<file path="src/crc8_frame_decoder_unit_macros.svh">
// ----------------------------------------------------------------------------
// CRC-8 frame decoder assertion macros
// Shared concurrent assertion forms for the frame decoder RTL.
// ----------------------------------------------------------------------------
`ifndef CRC8_FRAME_DECODER_UNIT_MACROS_SVH
`define CRC8_FRAME_DECODER_UNIT_MACROS_SVH

// Same-cycle implication, disabled while reset is high.
`define CFD_ASSERT_SAME(label, ante, cons) \
  label: assert property (@(posedge clk) disable iff (rst) (ante) |-> (cons)) \
    else $error("frame decoder same-cycle check failed");

// Next-cycle implication, disabled while reset is high.
`define CFD_ASSERT_NEXT(label, ante, cons) \
  label: assert property (@(posedge clk) disable iff (rst) (ante) |=> (cons)) \
    else $error("frame decoder next-cycle check failed");

`endif

</file>
<file path="src/cfd_pkg.sv">
// ----------------------------------------------------------------------------
// CRC-8 frame decoder package
// Types, codes, reset values and the byte-wise CRC-8 step.
// ----------------------------------------------------------------------------
package cfd_pkg;

  localparam int DEFAULT_MAX_PAYLOAD = 32;
  localparam int MIN_FRAME           = 5;

  localparam logic [7:0] SYNC_RESET = 8'd170;
  localparam logic [7:0] END_RESET  = 8'd85;
  localparam logic [7:0] POLY_RESET = 8'd7;

  // Configuration register indexes.
  typedef enum logic [1:0] {
    REG_SYNC = 2'd0,
    REG_END  = 2'd1,
    REG_POLY = 2'd2
  } reg_index_t;

  // Frame status codes, also used as the first positional error.
  typedef enum logic [2:0] {
    ST_OK        = 3'd0,
    ST_SHORT     = 3'd1,
    ST_BAD_SYNC  = 3'd2,
    ST_LEN_OVER  = 3'd3,
    ST_TRUNCATED = 3'd4,
    ST_BAD_END   = 3'd5,
    ST_BAD_CRC   = 3'd6
  } status_t;

  // Result beat payload, packed with payload_byte in the lowest bits.
  typedef struct packed {
    logic [1:0] pad;
    status_t    status;
    logic [5:0] payload_length;
    logic [7:0] command_code;
    logic [4:0] byte_index;
    logic [7:0] payload_byte;
  } out_data_t;

  // One byte through an MSB-first CRC-8, top bit of the polynomial implied.
  function automatic logic [7:0] crc8_byte(input logic [7:0] crc,
                                           input logic [7:0] data,
                                           input logic [7:0] poly);
    logic [7:0] c;
    c = crc ^ data;
    for (int k = 0; k < 8; k++) begin
      if (c[7]) begin
        c = {c[6:0], 1'b0} ^ poly;
      end else begin
        c = {c[6:0], 1'b0};
      end
    end
    return c;
  endfunction

endpackage

</file>
<file path="src/crc8_frame_decoder_unit.sv">
// ----------------------------------------------------------------------------
// CRC-8 frame decoder
// Decodes SYNC, LEN, CMD, payload, CRC, END frames from a byte stream and
// emits the payload bytes of a good frame followed by one status beat.
// ----------------------------------------------------------------------------
//
//   Channel   Direction  Handshake                Contents
//   s_*       in         s_tvalid / s_tready      tdata: data byte, tlast: end of buffer
//   m_*       out        m_tvalid / m_tready      tdata: result fields, tuser: kind,
//                                                 tlast: status beat
//   cfg_*     in         cfg_valid / cfg_ready    register index and write data
//
// A buffer streams in at one beat per clock while the emitter leaves s_tready
// high. The last byte of a buffer hands its verdict to the emitter, which
// sends one result beat per cycle while m_tready allows it: LEN payload beats
// read from the payload memory and then the status beat, so a good frame
// gives LEN + 1 result beats and a failed frame one. While payload beats are
// still being read from the memory the input is held off; the next buffer
// may start in the cycle in which the status beat leaves the emitter. Reset
// is synchronous and active high and restores the register defaults and an
// empty frame; the payload memory is not cleared. A stall on m_tready holds
// the output register and, through the emitter, eventually the input.
// ----------------------------------------------------------------------------
`include "crc8_frame_decoder_unit_macros.svh"

module crc8_frame_decoder_unit #(
  parameter int MAX_PAYLOAD = cfd_pkg::DEFAULT_MAX_PAYLOAD
) (
  input  logic        clk,
  input  logic        rst,
  // Input stream.
  input  logic        s_tvalid,
  output logic        s_tready,
  input  logic [7:0]  s_tdata,   // [7:0] data_byte
  input  logic        s_tlast,   // last_of_buffer
  // Result stream.
  output logic        m_tvalid,
  input  logic        m_tready,
  output logic [31:0] m_tdata,   // [7:0] payload_byte, [12:8] byte_index,
                                 // [20:13] command_code, [26:21] payload_length,
                                 // [29:27] status, [31:30] zero
  output logic        m_tuser,   // item_kind
  output logic        m_tlast,   // last_item
  // Configuration writes.
  input  logic        cfg_valid,
  output logic        cfg_ready,
  input  logic [1:0]  cfg_index,
  input  logic [7:0]  cfg_data
);

  // Address width of the payload memory and width of a payload count.
  localparam int AW = (MAX_PAYLOAD > 1) ? $clog2(MAX_PAYLOAD) : 1;
  localparam int IW = $clog2(MAX_PAYLOAD + 1);

  // --------------------------------------------------------------------------
  // Configuration registers. Writes are always accepted; an index beyond the
  // register list is dropped.
  // --------------------------------------------------------------------------
  logic [7:0] sync_value;
  logic [7:0] end_value;
  logic [7:0] crc_polynomial;

  assign cfg_ready = 1'b1;

  always_ff @(posedge clk) begin
    if (rst) begin
      sync_value     <= cfd_pkg::SYNC_RESET;
      end_value      <= cfd_pkg::END_RESET;
      crc_polynomial <= cfd_pkg::POLY_RESET;
    end else if (cfg_valid && cfg_ready) begin
      unique case (cfg_index)
        cfd_pkg::REG_SYNC: sync_value     <= cfg_data;
        cfd_pkg::REG_END:  end_value      <= cfg_data;
        cfd_pkg::REG_POLY: crc_polynomial <= cfg_data;
        default: ;
      endcase
    end
  end

  // --------------------------------------------------------------------------
  // Frame parser. The state registers hold everything learned from the bytes
  // of the current buffer; the next values below are what one more byte
  // makes of them.
  // --------------------------------------------------------------------------
  logic [7:0]       byte_position, byte_position_next;
  logic [7:0]       running_crc, running_crc_next;
  logic [7:0]       frame_length, frame_length_next;
  logic [7:0]       frame_command, frame_command_next;
  logic [7:0]       received_crc, received_crc_next;
  cfd_pkg::status_t first_error, first_error_next;
  cfd_pkg::status_t frame_status;

  logic             in_fire;
  logic [7:0]       crc_step;
  logic [8:0]       pos_wide;
  logic [8:0]       len_wide;
  logic [8:0]       byte_count;
  logic             mem_we;
  logic [AW-1:0]    mem_waddr;

  assign in_fire    = s_tvalid && s_tready;
  assign crc_step   = cfd_pkg::crc8_byte(running_crc, s_tdata, crc_polynomial);
  assign pos_wide   = {1'b0, byte_position};
  assign len_wide   = {1'b0, frame_length};
  assign byte_count = pos_wide + 9'd1;
  assign mem_waddr  = AW'(byte_position - 8'd3);

  always_comb begin
    running_crc_next   = running_crc;
    frame_length_next  = frame_length;
    frame_command_next = frame_command;
    received_crc_next  = received_crc;
    first_error_next   = first_error;
    mem_we             = 1'b0;

    // Once sync or length has failed the rest of the buffer is only counted.
    if (first_error == cfd_pkg::ST_OK) begin
      if (byte_position == 8'd0) begin
        if (s_tdata != sync_value) begin
          first_error_next = cfd_pkg::ST_BAD_SYNC;
        end
      end else if (byte_position == 8'd1) begin
        frame_length_next = s_tdata;
        if (s_tdata > 8'(MAX_PAYLOAD)) begin
          first_error_next = cfd_pkg::ST_LEN_OVER;
        end else begin
          running_crc_next = crc_step;
        end
      end else if (byte_position == 8'd2) begin
        frame_command_next = s_tdata;
        running_crc_next   = crc_step;
      end else if (pos_wide < len_wide + 9'd3) begin
        mem_we           = in_fire;
        running_crc_next = crc_step;
      end else if (pos_wide == len_wide + 9'd3) begin
        received_crc_next = s_tdata;
      end else if (pos_wide == len_wide + 9'd4) begin
        if (s_tdata != end_value) begin
          first_error_next = cfd_pkg::ST_BAD_END;
        end
      end
    end

    byte_position_next = (byte_position == 8'hFF) ? byte_position
                                                   : byte_position + 8'd1;

    // Verdict on the buffer if this byte is its last, in priority order.
    if (byte_count < 9'(cfd_pkg::MIN_FRAME)) begin
      frame_status = cfd_pkg::ST_SHORT;
    end else if (first_error_next == cfd_pkg::ST_BAD_SYNC) begin
      frame_status = cfd_pkg::ST_BAD_SYNC;
    end else if (first_error_next == cfd_pkg::ST_LEN_OVER) begin
      frame_status = cfd_pkg::ST_LEN_OVER;
    end else if (byte_count < 9'(cfd_pkg::MIN_FRAME) + {1'b0, frame_length_next}) begin
      frame_status = cfd_pkg::ST_TRUNCATED;
    end else if (first_error_next == cfd_pkg::ST_BAD_END) begin
      frame_status = cfd_pkg::ST_BAD_END;
    end else if (received_crc_next != running_crc_next) begin
      frame_status = cfd_pkg::ST_BAD_CRC;
    end else begin
      frame_status = cfd_pkg::ST_OK;
    end
  end

  always_ff @(posedge clk) begin
    if (rst) begin
      byte_position <= '0;
      running_crc   <= '0;
      frame_length  <= '0;
      frame_command <= '0;
      received_crc  <= '0;
      first_error   <= cfd_pkg::ST_OK;
    end else if (in_fire) begin
      if (s_tlast) begin
        // The buffer is finished: start the next one from a clean frame.
        byte_position <= '0;
        running_crc   <= '0;
        frame_length  <= '0;
        frame_command <= '0;
        received_crc  <= '0;
        first_error   <= cfd_pkg::ST_OK;
      end else begin
        byte_position <= byte_position_next;
        running_crc   <= running_crc_next;
        frame_length  <= frame_length_next;
        frame_command <= frame_command_next;
        received_crc  <= received_crc_next;
        first_error   <= first_error_next;
      end
    end
  end

  // --------------------------------------------------------------------------
  // Payload memory: one write port from the parser, one registered read port
  // for the emitter.
  // --------------------------------------------------------------------------
  logic [7:0]    payload_mem [MAX_PAYLOAD];
  logic [7:0]    rd_data;
  logic [AW-1:0] rd_addr;

  always_ff @(posedge clk) begin
    if (mem_we) begin
      payload_mem[mem_waddr] <= s_tdata;
    end
  end

  always_ff @(posedge clk) begin
    rd_data <= payload_mem[rd_addr];
  end

  // --------------------------------------------------------------------------
  // Result emitter. It walks the payload of a good frame and then sends the
  // status beat. The read address runs one step ahead so that rd_data always
  // holds the entry for emit_idx.
  // --------------------------------------------------------------------------
  logic             launch;
  logic             emit_active;
  logic [IW-1:0]    emit_idx;
  logic [IW-1:0]    emit_idx_next;
  logic [IW-1:0]    emit_pay;
  logic [7:0]       emit_cmd;
  logic [5:0]       emit_len;
  cfd_pkg::status_t emit_st;
  logic             emit_fire;
  logic             emit_is_pay;
  logic             frame_ok;

  assign launch      = in_fire && s_tlast;
  assign frame_ok    = (frame_status == cfd_pkg::ST_OK);
  assign emit_fire   = emit_active && (!m_tvalid || m_tready);
  assign emit_is_pay = (emit_idx < emit_pay);

  // The input waits while payload beats remain to be read and while the status beat waits to leave.
  assign s_tready = !emit_active || (emit_fire && !emit_is_pay);

  always_comb begin
    if (launch) begin
      emit_idx_next = '0;
    end else if (emit_fire && emit_is_pay) begin
      emit_idx_next = emit_idx + IW'(1);
    end else begin
      emit_idx_next = emit_idx;
    end
  end

  assign rd_addr = emit_idx_next[AW-1:0];

  always_ff @(posedge clk) begin
    if (rst) begin
      emit_active <= 1'b0;
    end else if (launch) begin
      emit_active <= 1'b1;
    end else if (emit_fire && !emit_is_pay) begin
      emit_active <= 1'b0;
    end
  end

  always_ff @(posedge clk) begin
    emit_idx <= emit_idx_next;
    if (launch) begin
      emit_pay <= frame_ok ? frame_length_next[IW-1:0] : '0;
      emit_cmd <= frame_ok ? frame_command_next : 8'd0;
      emit_len <= frame_ok ? frame_length_next[5:0] : 6'd0;
      emit_st  <= frame_status;
    end
  end

  // --------------------------------------------------------------------------
  // Output register.
  // --------------------------------------------------------------------------
  cfd_pkg::out_data_t out_data;

  always_ff @(posedge clk) begin
    if (rst) begin
      m_tvalid <= 1'b0;
    end else if (emit_fire) begin
      m_tvalid <= 1'b1;
    end else if (m_tready) begin
      m_tvalid <= 1'b0;
    end
  end

  always_ff @(posedge clk) begin
    if (emit_fire) begin
      out_data.pad            <= 2'b00;
      out_data.command_code   <= emit_cmd;
      out_data.payload_length <= emit_len;
      if (emit_is_pay) begin
        out_data.payload_byte <= rd_data;
        out_data.byte_index   <= 5'(emit_idx);
        out_data.status       <= cfd_pkg::ST_OK;
        m_tuser               <= 1'b0;
        m_tlast               <= 1'b0;
      end else begin
        out_data.payload_byte <= 8'd0;
        out_data.byte_index   <= 5'd0;
        out_data.status       <= emit_st;
        m_tuser               <= 1'b1;
        m_tlast               <= 1'b1;
      end
    end
  end

  assign m_tdata = out_data;

  // --------------------------------------------------------------------------
  // Assertions.
  // --------------------------------------------------------------------------
  // No new byte may enter while the memory still has payload beats to give.
  `CFD_ASSERT_SAME(a_no_input_during_payload, in_fire, !(emit_active && emit_is_pay))
  // The last byte of a buffer always starts the emitter.
  `CFD_ASSERT_NEXT(a_last_starts_emitter, launch, emit_active)
  // A payload beat never carries a failure status, and its kind matches tlast.
  `CFD_ASSERT_SAME(a_payload_beat_ok, m_tvalid && !m_tuser,
                   out_data.status == cfd_pkg::ST_OK && !m_tlast)
  // The position count holds at its ceiling within a long buffer.
  `CFD_ASSERT_NEXT(a_position_saturates,
                   in_fire && !s_tlast && byte_position == 8'hFF,
                   byte_position == 8'hFF)

endmodule

</file>
<file path="config.mk">
export PLATFORM = sky130hd
export DESIGN_NAME = crc8_frame_decoder_unit
export DESIGN_NICKNAME = d
export VERILOG_FILES = /design/src/cfd_pkg.sv /design/src/crc8_frame_decoder_unit.sv
export VERILOG_INCLUDE_DIRS = /design/src /design/src/src
export SDC_FILE = /design/constraint.sdc
export NUM_CORES = 1
export LEC_CHECK = 0
export ABC_AREA = 1
export BUFFER_PORTS_ARGS = -buffer_cell sky130_fd_sc_hd__buf_2
export CORE_ASPECT_RATIO = 1.25
export CORE_MARGIN = 10
export CORE_UTILIZATION = 50
export DETAILED_ROUTE_END_ITERATION = 7
export MAX_ROUTING_LAYER = met4
export PLACE_DENSITY = 0.66
export REMOVE_ABC_BUFFERS = 1
export SLEW_MARGIN = 15
export SYNTH_ARGS = -nofsm -noshare
export SYNTH_HDL_FRONTEND = slang
export SYNTH_SLANG_ARGS = --single-unit
</file>
<file path="constraint.sdc">
create_clock -name clk -period 13.15 [get_ports clk]
set_input_delay 1.9725 -clock clk [delete_from_list [all_inputs] [get_ports clk]]
set_output_delay 1.9725 -clock clk [all_outputs]
set_load 0.05 [all_outputs]
</file>
==> Word level (Yosys, flattened, before mapping) <==
Memory sizes are Yosys's and may differ from the RTL's. A register that Yosys moved wholly into a read port is not among the register bits.
Cells that the tools add are included.
{ "totals": {"regBits": 123, "latch_bits": 0, "ramBits": 256, "mem_bits_ro": 0, "in_bits": 24, "output_inout_bits": 37, "elab_cells": 142, "memories": 1} }
{ "classes": {"n_addsub": 7, "n_mul": 0, "div_mod_pow": 0, "order_cmp": 5, "n_eq_ne": 14, "shifts": 0, "mux": 64, "bitwise_logic": 9, "reduce_logical": 20} }
{ "mem_list": {"columns": ["name", "words", "width", "read_ports", "rd_ports_with_merged_regs", "write_ports", "line", "text"], "rows": [
  ["payload_mem", 32, 8, 1, 1, 1, "crc8_frame_decoder_unit.sv:197", "logic [7:0] payload_mem [MAX_PAYLOAD];"]
]} }
{ "ops": {"columns": ["cell", "count"], "rows": [
  ["$mux W8", 33],
  ["$xor A8 B8 Y8", 9],
  ["$mux W3", 17],
  ["$ne A8 B8 Y1", 3],
  ["$eq A8 B9 Y1", 2],
  ["$mux W1", 12],
  ["$mux W5", 2],
  ["$add A3 B8 Y9 const A", 1],
  ["$add A8 B1 Y9 const B", 1],
  ["$add A8 B2 Y9 const B", 1],
  ["$add A8 B3 Y9 const B", 1],
  ["$lt A8 B9 Y1", 1],
  ["$lt A9 B3 Y1 const B", 1],
  ["$lt A9 B9 Y1", 1],
  ["$add A8 B1 Y8 const B", 1],
  ["$eq A8 B1 Y1 const B", 1],
  ["$eq A8 B2 Y1 const B", 1],
  ["$eq A8 B8 Y1 const B", 1],
  ["$gt A8 B6 Y1 const B", 1],
  ["$logic_not A8 Y1", 1],
  ["$reduce_and A2 Y1", 4],
  ["$add A6 B1 Y6 const B", 1],
  ["$eq A3 B2 Y1 const B", 2],
  ["$logic_not A3 Y1", 2],
  ["other kinds (11)", 19]
]} }

==> Longest topological paths before layout <==
Gate-level depths: netlist of the first run.
{ "depth": {"depth_word": 30, "mapped_depth": 40, "mapped_depth_nobuf": 38} }

==> Worst setup path after synthesis of the first run <==
Ideal clock, no wire load.
{ "synth_path": {"path_type": "input-to-reg", "startpoint": "input m_tready", "endpoint": "register rd_data[5], read port of payload_mem", "setup_time_ns": 0.074, "arrival_ns": 7.025, "required_ns": 13.076, "setup_slack_ns": 6.051, "cell_stages": 15, "n_path_buf": 3, "cell_sequence": "inv_1 -> a21oi_1 -> a21oi_1 -> inv_1 -> nand2_1 -> nor2_1 -> inv_1 -> nand2_1 -> clkbuf_1 -> clkbuf_1 -> clkbuf_1 -> nor2_1 -> o221ai_1 -> nand3_1 -> a31oi_1"} }
{ "synth_between": {"elab_chain_cells": 7, "elab_cells_between_ends": 9, "classes_between": "mux: 2; reduce/logical: 7"} }
{ "synth_rtl": {"columns": ["item", "line", "text"], "rows": [
  ["start, declared", "crc8_frame_decoder_unit.sv:38", "input logic m_tready,"],
  ["$logic_or A1 B1 Y1", "crc8_frame_decoder_unit.sv:230", "assign emit_fire = emit_active && (!m_tvalid || m_tready);"],
  ["$logic_and A1 B1 Y1", "crc8_frame_decoder_unit.sv:230", null],
  ["named net emit_fire", "crc8_frame_decoder_unit.sv:224", "logic emit_fire;"],
  ["$logic_and A1 B1 Y1", "crc8_frame_decoder_unit.sv:234", "assign s_tready = !emit_active || (emit_fire && !emit_is_pay);"],
  ["$logic_or A1 B1 Y1", "crc8_frame_decoder_unit.sv:234", null],
  ["named net s_tready", "crc8_frame_decoder_unit.sv:33", "output logic s_tready,"],
  ["$logic_and A1 B1 Y1", "crc8_frame_decoder_unit.sv:101", "assign in_fire = s_tvalid && s_tready;"],
  ["$logic_and A1 B1 Y1", "crc8_frame_decoder_unit.sv:228", "assign launch = in_fire && s_tlast;"],
  ["named net launch", "crc8_frame_decoder_unit.sv:216", "logic launch;"],
  ["$mux W5", "crc8_frame_decoder_unit.sv:237", "if (launch) begin"],
  ["end, declared", "crc8_frame_decoder_unit.sv:198", "logic [7:0] rd_data;"]
]} }
The timed path passes the listed nets, and every way through them passes these cells.
A chain may end at the register's enable or synchronous reset.

==> Final worst setup path of the first run <==
{ "layout_path": {"startpoint": "input m_tready", "endpoint": "register rd_data[4], read port of payload_mem"} }
{ "layout_between": {"elab_chain_cells": 7, "elab_cells_between_ends": 9, "classes_between": "mux: 2; reduce/logical: 7"} }
{ "layout_rtl": {"columns": ["item", "line"], "rows": [
  ["$logic_or A1 B1 Y1", "crc8_frame_decoder_unit.sv:230"],
  ["$logic_and A1 B1 Y1", "crc8_frame_decoder_unit.sv:230"],
  ["named net emit_fire", "crc8_frame_decoder_unit.sv:224"],
  ["$logic_and A1 B1 Y1", "crc8_frame_decoder_unit.sv:234"],
  ["$logic_or A1 B1 Y1", "crc8_frame_decoder_unit.sv:234"],
  ["$logic_and A1 B1 Y1", "crc8_frame_decoder_unit.sv:101"],
  ["$logic_and A1 B1 Y1", "crc8_frame_decoder_unit.sv:228"],
  ["named net launch", "crc8_frame_decoder_unit.sv:216"],
  ["$mux W5", "crc8_frame_decoder_unit.sv:237"]
]} }
The timed path passes the listed nets, and every way through them passes these cells.

==> flow_metrics.tcl, run 1 <==
set metrics [dict create \
    cts_sinks 387 \
    finalHoldViolations 0 \
    worstPathArrival_ns 7.17 \
    antennaDiodeCount 0 \
    finalCritPeriodShare_pct 51.5 \
    max_stage_delay_ns 0.86 \
    synth_top_flop_cell "edfxtp_1" \
    seqCellArea_sq_um 10800 \
    die-height_um 235 \
    synth_edf_count 304 \
    cap_violations 0 \
    ctsHtreeMaxLevel 2 \
    p_per_area_nw_per_um2 151 \
    yosys-top-cells-area "edfxtp_1 49%, dfxtp_1 9.0%, nand2_1 7.0%" \
    clkLatencyLatePin_ns 0.54 \
    postCtsSetupBuffers 0 \
    setup.worst_path.start_class "primary input" \
    clock_skew_ns 0.0257 \
    end_kind "register" \
    cp.required_ns 13.55 \
    firstDrtPassIters 5 \
    syn-instance-count 1916 \
    hp-class "register to register" \
    multi_input_area_sq_um 6610 \
    io_pins 61 \
    routed-via-count 13700 \
    cts_buffer_depth 3 \
    vias_per_cell 5.61 \
    rows 78 \
    final.fill_count 3148 \
    worst_pin_slew_ns 1.07 \
    antenna_found_initial 0 \
    largest_reg_flops 256 \
    wl_per_cell_um 19.3 \
    min_period_ns 6.77 \
    coreArea_sq_um 36400 \
    crit_buf_inv 7 \
    crit_start "m_tready" \
    yosys.area.top_type_share_pct 49.4 \
    avgSynthCellArea_sq_um 9.65 \
    tritoncts "built" \
    gp_congestion 0.881 \
    grt_pass1_wl_um 74400 \
    cts-root-buf "clkbuf_16" \
    die_width_um 192 \
    path_class "primary input to register" \
    r2r_setup_slack_ns 7.04 \
    max_freq_mhz 148 \
    route.detailed.drc 0 \
    finish.net_count 1987 \
    post_cts_resize_count 0 \
    fin_util_pct 55.9 \
    io_buffers 57 \
    vdd_drop_max_uv 81.5 \
    drt_iter0_drc 1131 \
    clk_pin_slew_ns 0.06 \
    critical-path-top-delay-family "buffers and inverters" \
    totalWireLength_um 47100 \
    top_register "payload_mem" \
    slew_violations 0 \
    setup_viol 0 \
    numCtsBuffers 38 \
    leakagePower_nw 7.74 \
    synth.largest_area_cell "edfxtp_1" \
    ys.warnings.count 0 \
    rsz0062_at_grt "false" \
    worstHoldStart "emit_cmd[0]" \
    status "finished clean" \
    path_max_fanout 109 \
    crit_top_cell "inv_1" \
    path_cells "buf_2 > inv_1 > a21oi_4 > a21oi_1 > inv_1 > nand2_1 > buf_4 > nor2_2 > inv_1 > nand2_4 > clkinv_2 > buf_4 > o21ai_0 > o221ai_1 > nand3_1 > nand2_1 > a31oi_1 > a31oi_1" \
    grt_max_degree 110 \
    area_growth_pct 10.0 \
    synth_area_sq_um 18500 \
    r2r_start "emit_len[1]" \
    dp_hpwl_um 30500 \
    fin_setup_tns_ns 0 \
    overflow 0 \
    synthArstFlopShare_pct 0 \
    yosys.cell_types.count 51 \
    initial_utilization_pct 50.8 \
    drtAntennaViolNets 0 \
    ys_seq_elements 387 \
    relSlewSlack_pct 28.5 \
    cp_slowest_cell "nor2_2" \
    synth_sequential_area_ratio_pct 58.3 \
    mostFrequentLayoutCell "nand2_1" \
    grt_pass1_vias 13300 \
    die_area_sq_um 45100 \
    final_cell_mix "342 x nand2_1, 304 x edfxtp_1, 266 x nor2_1" \
    track_usage_pct 21.3 \
    drive_gt1_share_pct 9.13 \
    holdBufCountCts 0 \
]
[metrics by stage]
stage	instance area [sq um]	power (mW)	hold slack [ns]	setup slack, ns	std cells
after floorplan	18000	1.81	0.400	2.00	1817
after global placement	19100	1.98	0.406	5.64	2370
after detailed placement	19100	1.99	0.411	5.37	2370
after CTS	20300	3.08	0.423	5.92	2440
after global routing	20300	3.21	0.425	5.82	2441
final	20300	3.07	0.418	6.38	2441
[synth_stat cells (2+ instances only)]
library cell / n
nand2_1: 343
edfxtp_1: 304
nor2_1: 268
o21ai_0: 180
inv_1: 169
nand3_1: 102
dfxtp_1: 83
clkbuf_1: 74
a21oi_1: 66
o221ai_1: 57
xor2_1: 41
ha_1: 32
xnor2_1: 29
a31oi_1: 17
nor3_1: 13
nand4_1: 11
nor2_4: 11
o211ai_1: 10
nor4_1: 9
o22ai_1: 9
buf_2: 8
mux2i_1: 8
nand2_2: 8
buf_4: 6
nand3_2: 6
buf_1: 5
buf_6: 4
clkinv_1: 4
inv_2: 4
nand2_4: 4
a2111oi_0: 3
nor2_2: 3
a211oi_1: 2
buf_8: 2
conb_1: 2
o2111ai_1: 2
o21ai_1: 2
or2_2: 2
[metal layers]
layer | share of wire, % | GRT usage [%]
met1 | 41 | 25.3
met2 | 53 | 37.8
met3 | 4.4 | 2.31
met4 | 2.1 | 5.21
met5 | 0 | -
[final timing paths]
kind / to / cells after the start
max: rd_data[4] / 18
min: m_tdata[13] / 0
max reg2reg: rd_data[4] / 20
min reg2reg: m_tdata[13] / 0
[logic make-up (layout without fill, tap and decap cells)]
family,count (synthesis),in the layout,share of synthesized area (%)
XOR/XNOR,72,72,3.49
AO/OA/AOI/OAI,354,354,11.3
other,2,3,0.0406
multiplexers,8,8,0.433
flip-flops,387,387,58.3
buffers and inverters,277,321,6.10
AND/OR/NAND/NOR,784,784,18.2
adder cells (fa/ha/maj),32,32,2.16
[layout make-up]
type	instances	share of cell area [%]
Clock buffer	45	4.85
Clock inverter	25	1.30
Inverter	177	3.27
Multi-Input combinational cell	1253	32.5
Sequential cell	387	53.0
Tap cell	480	2.95
Timing Repair Buffer	74	2.13
[report_power, final]
part           leakage, nW  switching, mW  internal, mW
Clock                0.618          0.458         0.640
Sequential            3.42         0.0217          1.35
Combinational         3.70          0.425         0.167
Total                 7.74          0.905          2.16
Note: power is estimated with default switching activity, not from simulation.
==> run 2, diff against run 1 <==
- PLACE_DENSITY: 0.66 -> 0.69
- clock period: 13.15 -> 5.9 ns (I/O delays scaled with it)
==> flow_metrics.tcl, run 2 (same netlist as run 1, synthesis figures left out) <==
set metrics [dict create \
    status "finished clean" \
    io_pins 61 \
    relSlewSlack_pct 38.7 \
    clk_pin_slew_ns 0.06 \
    stdcell_count 2454 \
    fin_util_pct 56.1 \
    vdd_drop_max_uv 174 \
    top_register "payload_mem" \
    finalHoldViolations 0 \
    slew_violations 0 \
    mostFrequentLayoutCell "nand2_1" \
    drt_iter0_drc 1157 \
    max_freq_mhz 193 \
    route.detailed.drc 0 \
    ctsHtreeMaxLevel 2 \
    routed-wl-met2_um 24300 \
    finalPower_mw 6.84 \
    grt_pass1_wl_um 74300 \
    numCtsBuffers 39 \
    largest_reg_flops 256 \
    top_layer_used "met4" \
    wl_per_cell_um 19.2 \
    gp_congestion 0.890 \
    finalCritPeriodShare_pct 87.6 \
    post_cts_resize_count 0 \
    routed-via-count 13800 \
    postCtsSetupBuffers 0 \
    antenna_found_initial 1 \
    clkLatencyLatePin_ns 0.55 \
    firstDrtPassIters 7 \
    worstPathArrival_ns 5.54 \
    die_width_um 192 \
    clock_skew_ns 0.0368 \
    end_kind "register" \
    die_area_sq_um 45100 \
    worst_pin_slew_ns 0.913 \
    io_buffers 57 \
    final_cell_mix "342 x nand2_1, 304 x edfxtp_1, 266 x nor2_1" \
    vias_per_cell 5.61 \
    initial_utilization_pct 50.8 \
    finish.net_count 1998 \
    cp.required_ns 6.27 \
    path_max_fanout 49 \
    dp_cells 2381 \
    cap_violations 0 \
    overflow 0 \
    grt_max_degree 65 \
    rows 78 \
    hp-class "register to register" \
    totalWireLength_um 47000 \
    tritoncts "built" \
    coreArea_sq_um 36400 \
    met3_length_um 2510 \
    drtAntennaViolNets 0 \
    grt_pass1_vias 13600 \
    path_class "register to register" \
    final.fill_count 3172 \
    setup_viol 0 \
    drt-met1-wl_um 18500 \
    min_period_ns 5.17 \
    cts_buffer_depth 3 \
    cts_sinks 387 \
    setup.worst_path.start_class "register" \
    track_usage_pct 21.2 \
    dp_hpwl_um 31200 \
    holdBufCountCts 0 \
    area_growth_pct 10.4 \
    die-height_um 235 \
    rsz0062_at_grt "false" \
    p_per_area_nw_per_um2 335 \
    cts-root-buf "clkbuf_16" \
    drive_gt1_share_pct 9.88 \
    leakagePower_nw 7.78 \
]
-- run 2: cell count changes in the layout (fill, tap and decap cells not counted), moves of 2 or more --
cell	change
buf_4	+9
clkbuf_16	+2
clkinv_2	+4
inv_6	-2
clkinv_1	-2
bufinv_16	-3
buf_12	+2
clkinvlp_4	+4
clkbuf_1	-2
-- run 2: path summary, 6_finish.rpt --
path / depth (start not counted) / slack (ns) / start / end
min reg2reg: 0 / 0.43 / emit_cmd[2] / m_tdata[15]
min: 0 / 0.43 / emit_cmd[2] / m_tdata[15]
max: 18 / 0.73 / emit_len[1] / rd_data[7]
max reg2reg: 18 / 0.73 / emit_len[1] / rd_data[7]
-- run 2: layout make-up --
| class | instances | area, sq um | share of cell area, % |
|---|---|---|---|
| flip-flops and latches | 387 | 10800 | 52.8 |
| multi-input cells | 1253 | 6610 | 32.3 |
| clock buffers | 45 | 1030 | 5.04 |
| inverters | 177 | 666 | 3.26 |
| well taps | 480 | 601 | 2.94 |
| repair buffers | 84 | 513 | 2.51 |
| clock inverters | 27 | 215 | 1.05 |
| diodes | 1 | 2.50 | 0.0123 |
-- run 2: worst max-delay path, stage by stage (launching register included) --
cell       delay (ns)
edfxtp_1         0.35
inv_1            0.06
ha_1             0.26
a21boi_0         0.18
o2111ai_1        0.12
nand2_1          0.47
a21oi_1          0.17
inv_1            0.14
nand2_1          0.09
nor2_2           0.08
buf_4            0.30
inv_1            0.20
nand2_4          0.43
clkinv_2         0.69
buf_4            0.45
o21ai_0          0.20
o221ai_1         0.18
a31oi_1          0.43
a31oi_1          0.17
-- run 2: where the power goes --
part	internal (mW)	total (mW)	leakage, nW	switching, mW
combinational	0.395	1.38	3.75	0.987
clock	1.35	2.40	0.612	1.05
sequential	3.02	3.06	3.42	0.0378
total	4.77	6.84	7.78	2.07
-- run 2: metal layers --
metal	track usage (%)	vias up
li1	-	6610
met4	8.28	0
met1	25.0	6617
met2	36.2	435
met5	-	-
met3	2.59	106
-- run 2: through the flow --
stage / setup TNS [ns] / worst slack, ns / hold WS, ns / cell area, sq um
after global routing: 0 / 0.299 / 0.431 / 20400
after floorplan: -40.00 / -4.17 / 0.400 / 18000
final: 0 / 0.731 / 0.427 / 20400
after detailed placement: 0 / 0.583 / 0.413 / 19200
after global placement: 0 / 0.729 / 0.420 / 19200
after CTS: 0 / 0.724 / 0.428 / 20400
==> run 3, diff against run 2 <==
- PLACE_DENSITY: 0.69 -> 0.66
- clock period: 5.9 -> 6.33 ns (I/O delays scaled with it)
==> flow_metrics.tcl, run 3 (same netlist as run 1, synthesis figures left out) <==
set metrics [dict create \
    die_width_um 192 \
    status "finished clean" \
    finish.net_count 1997 \
    mostFrequentLayoutCell "nand2_1" \
    track_usage_pct 21.7 \
    vias_per_cell 5.63 \
    finalPower_mw 6.44 \
    clk_pin_slew_ns 0.06 \
    r2r_setup_slack_ns 1.18 \
    clock_skew_ns 0.0119 \
    cp.required_ns 6.71 \
    rsz0062_at_grt "false" \
    cts_buffer_depth 3 \
    worst_pin_slew_ns 0.928 \
    gp_congestion 0.947 \
    drive_gt1_share_pct 9.39 \
    area_growth_pct 10.5 \
    hp-class "register to register" \
    setup_viol 0 \
    grt_pass1_wl_um 75300 \
    numCtsBuffers 39 \
    cts_sinks 387 \
    max_stage_delay_ns 0.51 \
    min_delay_path_depth 0 \
    dp_hpwl_um 31600 \
    leakagePower_nw 7.79 \
    initial_utilization_pct 50.8 \
    relSlewSlack_pct 38.1 \
    grt_max_degree 80 \
    p_per_area_nw_per_um2 315 \
    tritoncts "built" \
    slew_violations 0 \
    route.detailed.drc 0 \
    rows 78 \
    wl_per_cell_um 19.6 \
    path_class "register to register" \
    die_area_sq_um 45100 \
    drtAntennaViolNets 0 \
    post-place-ws_ns 0.764 \
    finalHoldViolations 0 \
    routed-via-count 13800 \
    cp_slowest_cell "nor4_1" \
    dp_cells 2380 \
    worstHoldStart "emit_cmd[3]" \
    die-height_um 235 \
    min_period_ns 5.15 \
    finalCritPeriodShare_pct 81.4 \
    regToRegEndpoint "emit_len[0]" \
    antenna_found_initial 1 \
    worstRegToRegCells 23 \
    worstPathArrival_ns 5.53 \
    holdBufCountCts 0 \
    end_kind "register" \
    min_to "m_tdata[16]" \
    final.fill_count 3169 \
    path_max_fanout 20 \
    cts-root-buf "clkbuf_16" \
    overflow 0 \
    firstDrtPassIters 5 \
    r2r_start "byte_position[7]" \
    io_buffers 57 \
    grt_pass1_vias 13500 \
    ctsHtreeMaxLevel 2 \
    io_pins 61 \
    stdcell_count 2451 \
    clkLatencyLatePin_ns 0.54 \
    setup.worst_path.start_class "register" \
    path_cells "nor4_1 > nand3_1 > inv_1 > nor2_1 > inv_2 > nor2_1 > inv_1 > nand2_1 > o21ai_0 > inv_1 > ha_1 > inv_1 > ha_1 > o21ai_0 > nand2_1 > a21oi_1 > nor2_1 > a211oi_1 > o221ai_1 > a211o_1 > nor2_1 > nand4_4 > nor2_1" \
    drt_iter0_drc 1168 \
    worst_slack_ns 1.18 \
    max_freq_mhz 194 \
    crit_top_cell "nor2_1" \
    largest_reg_flops 256 \
    totalWireLength_um 48100 \
    vdd_drop_max_uv 156 \
    post_cts_resize_count 0 \
    coreArea_sq_um 36400 \
    cap_violations 0 \
    final_cell_mix "342 x nand2_1, 304 x edfxtp_1, 266 x nor2_1" \
    top_register "payload_mem" \
    postCtsSetupBuffers 0 \
]
==> run 3: area by class of cell <==
cell class | count | area, sq um | area share [%]
diodes | 1 | 2.50 | 0.0122
clock buffers | 49 | 1030 | 5.06
clock inverters | 21 | 240 | 1.18
inverters | 177 | 666 | 3.26
multi-input cells | 1253 | 6610 | 32.3
flip-flops and latches | 387 | 10800 | 52.8
well taps | 480 | 601 | 2.94
repair buffers | 83 | 493 | 2.41
==> run 3: report_power, final <==
part / internal (mW) / total [mW] / switching [mW]
sequential: 2.81 / 2.85 / 0.0408
combinational: 0.359 / 1.27 / 0.912
clock: 1.37 / 2.32 / 0.950
==> run 3: how the worst max path moves through the flow <==
stage | from | endpoint | slack [ns] | depth (start not counted)
3_5_place_dp | s_tdata[7] | emit_len[0] | 0.76 | 33
4_1_cts | crc_polynomial[7] | emit_len[0] | 1.22 | 30
6_report | byte_position[7] | emit_len[0] | 1.18 | 23
3_3_place_gp | s_tdata[7] | emit_len[1] | 0.96 | 33
2_1_floorplan | m_tready | rd_data[0] | -3.80 | 15
5_1_grt | byte_position[1] | emit_len[0] | 0.58 | 22
==> run 3: per-stage QoR <==
step	hold slack (ns)	instance area [sq um]	utilization, %	TNS, ns
floorplan	0.400	18000	-	-35.05
global placement	0.416	19200	52.6	0
detailed placement	0.406	19200	52.6	0
CTS	0.419	20400	56.1	0
global route	0.431	20400	56.1	0
finish	0.418	20400	56.1	0
==> run 3: worst max-delay path, delay by kind of cell (launching register included) <==
family / cells / cell delay [ns]
flops: 1 / 0.42
compound gates: 6 / 1.19
simple gates: 10 / 1.90
fa+ha+maj: 2 / 0.58
buf+inv: 5 / 0.88
==> run 3: layer usage <==
layer / share of wire (%) / track usage, %
met5: 0 / -
met4: 3.7 / 8.28
met3: 6.0 / 2.92
met2: 51 / 36.7
met1: 39 / 25.8
